===== config.mk =====
export PLATFORM = sky130hd
export DESIGN_NAME = tsp_front_flat
export DESIGN_NICKNAME = d
export VERILOG_FILES = /design/src/assert_macros.svh /design/src/tsp_pkg.sv /design/src/tsp_if.sv /design/src/tsp_front.sv /design/src/flat_wrapper.sv
export SDC_FILE = /design/constraint.sdc
export NUM_CORES = 1
export LEC_CHECK = 0
export ABC_AREA = 0
export BUFFER_PORTS_ARGS = -buffer_cell sky130_fd_sc_hd__buf_2
export CAP_MARGIN = 5
export CORE_ASPECT_RATIO = 1.5
export CORE_MARGIN = 1.5
export CORE_UTILIZATION = 48
export CTS_BUF_LIST = sky130_fd_sc_hd__clkbuf_8 sky130_fd_sc_hd__clkbuf_16
export DETAILED_ROUTE_END_ITERATION = 7
export GPL_TIMING_DRIVEN = 0
export HOLD_SLACK_MARGIN = 0.12
export PLACE_DENSITY = 0.74
export SYNTH_ARGS = -nofsm -noshare
export SYNTH_HDL_FRONTEND = slang
export SYNTH_SLANG_ARGS = --single-unit

===== constraint.sdc =====
create_clock -name clock -period 2.1 [get_ports clock]
set_clock_uncertainty 0.15 [all_clocks]
set_input_delay 0.315 -clock clock [delete_from_list [all_inputs] [get_ports clock]]
set_output_delay 0.315 -clock clock [all_outputs]
set_load 0.02 [all_outputs]

===== src/assert_macros.svh =====
// Assertion macros for the solver RTL.
// No dependencies; included by modules that carry assertions.
`ifndef ASSERT_MACROS_SVH
`define ASSERT_MACROS_SVH
// Check a property on every clock edge outside reset.
`define ASSERT_CLK(label, clk, rst, prop, msg) \
   label: assert property (@(posedge clk) disable iff (rst) (prop)) else $error(msg);
// Check a property on every clock edge, reset included.
`define ASSERT_ALWAYS(label, clk, prop, msg) \
   label: assert property (@(posedge clk) (prop)) else $error(msg);
`endif


===== src/tsp_pkg.sv =====
// Types and constants of the Held-Karp tour solver.
// No dependencies.
`default_nettype none
package tsp_pkg;
   localparam int CITY_W  = 4;
   localparam int COUNT_W = 5;
   localparam int EDGE_W  = 16;
   localparam int TOTAL_W = 20;
   localparam logic [COUNT_W-1:0] COUNT_RESET = 5'd4;
   localparam logic [TOTAL_W-1:0] TOTAL_CAP = 20'hFFFFF;

   typedef struct packed {
      logic [CITY_W-1:0] from_city;
      logic [CITY_W-1:0] to_city;
      logic [EDGE_W-1:0] edge_cost;
      logic              last_entry;
   } req_word_type;

   typedef struct packed {
      logic [CITY_W-1:0]  tour_position;
      logic [CITY_W-1:0]  city;
      logic [TOTAL_W-1:0] route_cost;
      logic               last_of_tour;
   } rsp_word_type;

   typedef enum logic [2:0] {
      ST_IDLE, ST_INIT, ST_RELAX, ST_WRITE, ST_TOUR, ST_EMIT
   } solve_state_type;
endpackage
`default_nettype wire


===== src/tsp_if.sv =====
// Valid/ready channel interfaces for request and response words.
// Depends on tsp_pkg.
`default_nettype none
interface tsp_req_if;
   logic                 valid;
   logic                 ready;
   tsp_pkg::req_word_type data;
   modport source (output valid, output data, input ready);
   modport sink   (input valid, input data, output ready);
endinterface

`default_nettype wire


===== src/tsp_front.sv =====
// Front end: accepts request words into a two-entry queue.
// Depends on tsp_pkg and tsp_if.
`default_nettype none
module tsp_front (
   input  wire logic           clock,
   input  wire logic           reset,
   tsp_req_if.sink             req,
   output tsp_pkg::req_word_type q_data,
   output logic                q_valid,
   input  wire logic           q_pop
);
   import tsp_pkg::*;
   req_word_type      mem_ff [2];
   logic              wr_ff, wr_in, rd_ff, rd_in;
   logic [1:0]        cnt_ff, cnt_in;
   logic              push;

   assign req.ready = (cnt_ff != 2'd2);
   assign push      = req.valid && req.ready;
   assign q_valid   = (cnt_ff != 2'd0);
   assign q_data    = mem_ff[rd_ff];

   always_comb begin
      wr_in  = wr_ff ^ push;
      rd_in  = rd_ff ^ (q_pop && q_valid);
      cnt_in = cnt_ff + {1'b0, push} - {1'b0, q_pop && q_valid};
   end

   always_ff @(posedge clock) begin
      if (reset) begin
         wr_ff <= 1'b0; rd_ff <= 1'b0; cnt_ff <= 2'd0;
      end else begin
         wr_ff <= wr_in; rd_ff <= rd_in; cnt_ff <= cnt_in;
      end
      if (push) mem_ff[wr_ff] <= req.data;
   end
endmodule
`default_nettype wire


===== src/flat_wrapper.sv =====
// flat-port wrapper written by rule: the top's interface ports become plain ports
module tsp_front_flat import tsp_pkg::*;
  (clock, reset, q_data, q_valid, q_pop, req_valid, req_data, req_ready);
  tsp_req_if req_i ();
  input  wire logic clock;
  input  wire logic reset;
  output tsp_pkg::req_word_type q_data;
  output logic q_valid;
  input  wire logic q_pop;
  input wire logic [$bits(req_i.valid)-1:0] req_valid;
  input wire logic [$bits(req_i.data)-1:0] req_data;
  output wire logic [$bits(req_i.ready)-1:0] req_ready;
  assign req_i.valid = req_valid;
  assign req_i.data = req_data;
  assign req_ready = req_i.ready;
  tsp_front u_core (.clock(clock), .reset(reset), .req(req_i), .q_data(q_data), .q_valid(q_valid), .q_pop(q_pop));
endmodule

======== After elaboration in Yosys (flattened, before gate mapping) ========
Memory sizes are Yosys's and may differ from the RTL's. A register that Yosys moved wholly into a read port is not among the register bits.
Cells that the tools add are included.
storage, ports and cells
  flip-flop bits (word level) ............. 4
  memory bits (writable) .................. 50
  input port bits ......................... 29
  word-level logic and storage cells ...... 15
  memories kept ........................... 1
memories
  name           words  bits a word  read ports  clocked after memory_dff  wr ports  RTL line         RTL
  u_core.mem_ff  2      25           1           1                         1         tsp_front.sv:13  req_word_type mem_ff [2];
operators by class
  add/subtract/negate cells ............... 2
  eq/ne operators ......................... 1
  mux-type cells .......................... 3
  bitwise logic cells ..................... 2
  reduce and logical (&&, ||, !) cells .... 3
operators with widths
  kind                  count
  $mux W1               3
  $add A2 B1 Y2         1
  $logic_and A1 B1 Y1   2
  $ne A2 B2 Y1 const B  1
  $reduce_bool A2 Y1    1
  $sub A2 B1 Y2         1
  $xor A1 B1 Y1         2

======== Logic depth before layout (Yosys ltp) ========
  word-level depth ........................ 4
  gate-level depth with buffers ........... 6

======== Least setup slack after synthesis ========
Ideal clock, no wire load.
  kind .................................... flip-flop to flip-flop
  from .................................... register u_core.cnt_ff[0]
  to ...................................... memory u_core.mem_ff[1][0] (netlist name) (enable)
  data arrival time ....................... 1.456 ns
  path slack .............................. 0.110 ns
  stages on the path, launching flop included .. 4
  path buffers ............................ 0
  clock period less this slack ............ 1.990 ns
  cells stage by stage .................... dfxtp_1 > nand2b_1 > and2_1 > ha_1
on the way
  longest elaborated chain between the ends .. 4
ends and longest elaborated chain
  element                        RTL line            RTL
  start, declared                tsp_front.sv:15     logic [1:0] cnt_ff, cnt_in;
  start signal, assigned         tsp_front.sv:33     wr_ff <= wr_in; rd_ff <= rd_in; cnt_ff <= cnt_in;
  $ne A2 B2 Y1                   tsp_front.sv:18     assign req.ready = (cnt_ff != 2'd2);
  named net req_ready            flat_wrapper.sv:12  output wire logic [$bits(req_i.ready)-1:0] req_ready;
  $logic_and A1 B1 Y1            tsp_front.sv:19     assign push = req.valid && req.ready;
  $mux W1                        tsp_front.sv:35     if (push) mem_ff[wr_ff] <= req.data;
  $mux W1 (implied by the code)  tsp_front.sv:35
  end, declared                  tsp_front.sv:13
The timed path passes the listed nets, and every way through them passes these cells.

==> metrics.json <==
{
  "status": {"value": "finished clean"},
  "fraction_of_the_yosys_area_taken_by_sequential_cells": {"value": 76.8, "unit": "%"},
  "drt-initial-drc-count": {"value": 25},
  "total_leakage_power": {"value": 1.08, "unit": "nW"},
  "setup_viol": {"value": 0},
  "crit_end": {"value": "q_data[10]"},
  "synth_cells": {"value": 100},
  "core_region_area": {"value": 0.00417, "unit": "mm²"},
  "tritoncts.num_buffers": {"value": 5},
  "maximum_resistive_drop_on_vdd": {"value": 864, "unit": "µV"},
  "gr_util_all_layers": {"value": 14.6, "unit": "%"},
  "timing.critical_path.to_type": {"value": "primary output"},
  "cts_tree": {"value": "built"},
  "slew-limit-headroom": {"value": 58.8, "unit": "%"},
  "max_cap_viol_count": {"value": 0},
  "post-dp-hpwl": {"value": 2220, "unit": "µm"},
  "critical_path.slowest_cell": {"value": "sky130_fd_sc_hd__dfxtp_1"},
  "grt_pass1_wl": {"value": 5200, "unit": "µm"},
  "buffer_ports.inserted": {"value": 55},
  "yosys_most_used_dff": {"value": "sky130_fd_sc_hd__edfxtp_1"},
  "post_synth_main_area_contributors": {"value": "sky130_fd_sc_hd__edfxtp_1 (73%), sky130_fd_sc_hd__mux2_2 (14%), sky130_fd_sc_hd__dfxtp_1 (3.9%)"},
  "die_h": {"value": 83.2, "unit": "µm"},
  "floorplan.rows": {"value": 29},
  "slowest_delay": {"value": 0.33, "unit": "ns"},
  "finalHoldViolations": {"value": 0},
  "numClockSinks": {"value": 54},
  "first_global_vias": {"value": 1178},
  "slew_violations": {"value": 0},
  "clock.fmax": {"value": 529, "unit": "MHz"},
  "firstDrtPassIters": {"value": 4},
  "num-nets-final": {"value": 221},
  "routed_wire_length_per_instance": {"value": 14.0, "unit": "µm"},
  "cts.clk_slew.worst_paths": {"value": 0.09, "unit": "ns"},
  "design.portCount": {"value": 56},
  "worst_hold_path_type": {"value": "input port to register"},
  "cp_max_fo": {"value": 10},
  "crit_path_cell_trace": {"value": "buf_6 > buf_8 > mux2_2 > buf_2"},
  "totalWireLength": {"value": 3280, "unit": "µm"},
  "via_count": {"value": 1123},
  "setup_cp_type": {"value": "register to primary output"},
  "worstSetupStartpointType": {"value": "register"},
  "regToRegStartpoint": {"value": "u_core.cnt_ff[0]"},
  "drc": {"value": 0},
  "power_density": {"value": 1160, "unit": "mW/mm²"},
  "ys_ff_latch": {"value": 54},
  "synth_area_per_cell": {"value": 20.6, "unit": "µm²"},
  "ys.warnings.count": {"value": 0},
  "reg2reg_depth": {"value": 3},
  "tightestPinTransition": {"value": 0.618, "unit": "ns"},
  "tns": {"value": 0, "unit": "ns"},
  "cts_setup_buffers": {"value": 0},
  "cp.required": {"value": 1.63, "unit": "ns"},
  "finalWorstPathRequiredPeriod": {"value": 1.89, "unit": "ns"},
  "place.gp.congestion": {"value": 0.660},
  "final_clock_period_utilization_by_the_worst_path": {"value": 90.0, "unit": "%"},
  "syn-cell-area": {"value": 0.00206, "unit": "mm²"},
  "grt_antenna_before_repair": {"value": 0},
  "report.power.total": {"value": 3.23, "unit": "mW"},
  "synthToLayoutAreaGrowth": {"value": 35.5, "unit": "%"},
  "rsz0062_at_grt": {"value": "no"},
  "layout-drive-gt1-share": {"value": 49.7, "unit": "%"},
  "die-area": {"value": 0.00470, "unit": "mm²"},
  "reg2reg_setup_slack": {"value": 0.28, "unit": "ns"},
  "startpoint": {"value": "u_core.rd_ff"},
  "max-clock-path-buffers": {"value": 2},
  "synthArstFlopShare": {"value": 0, "unit": "%"},
  "syn-num-nets": {"value": 133},
  "die_x": {"value": 56.5, "unit": "µm"},
  "synth.top_cell.area_share": {"value": 72.9, "unit": "%"},
  "worst_skew_pair.late_latency": {"value": 0.29, "unit": "ns"},
  "synth-edff-count": {"value": 50},
  "cts.root.buffer_cell": {"value": "sky130_fd_sc_hd__clkbuf_8"},
  "gr_ovfl_total": {"value": 0},
  "synth.distinct_cells": {"value": 16},
  "initial_utilization": {"value": 49.3, "unit": "%"},
  "pin_count_of_the_biggest_net_entering_global_routing": {"value": 26},
  "timing.critical_path.arrival": {"value": 1.42, "unit": "ns"},
  "vias_per_instance": {"value": 4.78},
  "antennaDiodeCount": {"value": 0},
  "r2r-end": {"value": "u_core.mem_ff[0][18]"},
  "post-synth-top-area-cell": {"value": "sky130_fd_sc_hd__edfxtp_1"},
  "drtAntennaViolNets": {"value": 0},
  "h-tree-depth": {"value": 2}
}
[cells in the mapped netlist, types with 2 or more instances]
cell type                   n
sky130_fd_sc_hd__inv_1      3
sky130_fd_sc_hd__nor2_1     3
sky130_fd_sc_hd__dfxtp_1    4
sky130_fd_sc_hd__ha_1       4
sky130_fd_sc_hd__mux2_2    25
sky130_fd_sc_hd__edfxtp_1  50
sky130_fd_sc_hd__nor2b_1    2
[worst min path at each step]
stage / start / end / cells past startpoint
3_3_place_gp: req_data[22] / u_core.mem_ff[0][22] / 1
4_1_cts: q_pop / u_core.rd_ff / 3
2_1_floorplan: reset / u_core.wr_ff / 1
5_1_grt: q_pop / u_core.rd_ff / 3
3_5_place_dp: req_data[14] / u_core.mem_ff[1][14] / 1
6_report: q_pop / u_core.rd_ff / 3
[what timing repair did]
action	in CTS	in global routing
resized for setup	2	0
hold buffers	26	0
endpoints found under the hold margin	53	0
endpoints found under the setup margin	50	0
[routing by layer]
layer / global-route usage (%) / vias up / share of wire (%)
met5: 0 / - / 0
met4: 5.84 / 0 / 0.91
met3: 3.58 / 2 / 3.6
met2: 26.7 / 24 / 58
met1: 15.6 / 539 / 38
li1: - / 558 / -
[per-stage QoR]
stage	instances	utilization [%]	hold WS, ns	setup slack (ns)	area [µm²]
2_1_floorplan	100	-	0.232	0.110	2060
3_3_place_gp	201	57.3	0.352	-0.0139	2390
3_5_place_dp	201	57.3	0.357	-0.120	2390
4_1_cts	235	66.8	0.256	0.192	2790
5_1_grt	235	66.8	0.272	0.127	2790
6_report	235	66.8	0.265	0.211	2790
[layout by cell type (no fill, tap or decap), types with 3 or more instances in the layout]
master and n:
sky130_fd_sc_hd__edfxtp_1 50, sky130_fd_sc_hd__mux2_2 25, sky130_fd_sc_hd__buf_2 55, sky130_fd_sc_hd__clkbuf_8 5, sky130_fd_sc_hd__dfxtp_1 4, sky130_fd_sc_hd__inv_1 3, sky130_fd_sc_hd__dlygate4sd3_1 26, sky130_fd_sc_hd__nor2_1 3
[power breakdown]
part / switching (mW) / internal [mW] / total [mW]
clock: 0.308 / 0.471 / 0.779
sequential: 0.0478 / 1.38 / 1.43
combinational: 0.543 / 0.474 / 1.02
total: 0.899 / 2.33 / 3.23
[cell type report]
class / count / area [µm²]
sequential: 54 / 1580
fill: 304 / 1380
timing repair buffer: 81 / 536
multi-input combinational: 40 / 424
clock buffer: 5 / 68.8
clock inverter: 3 / 63.8
tap: 46 / 57.6
buffer: 3 / 46.3
inverter: 3 / 11.3
[kinds of logic (layout without fill, tap and decap cells)]
kind of cell               count (synthesis)  count (layout)  synth area share (%)
AOI/OAI and AO/OA                          1               1                 0.365
xor gates and xnor gates                   1               1                  1.09
adders and majority gates                  4               4                  2.43
buffers and inverters                      6              95                  2.80
DFF                                       54              54                  76.8
muxes                                     26              26                  14.4
and+or+nand+nor                            8               8                  2.07
[critical path, delay by kind of cell (launching register included)]
kind	cells	cell delay [ns]
buf+inv	3	0.46
flops	1	0.33
mux	1	0.33
[flip-flops by register name, indices dropped and copies added (netlist names)]
register and flops:
u_core.mem_ff 50, u_core.cnt_ff 2, u_core.rd_ff 1, u_core.wr_ff 1
(Power assumes the default switching activity.)
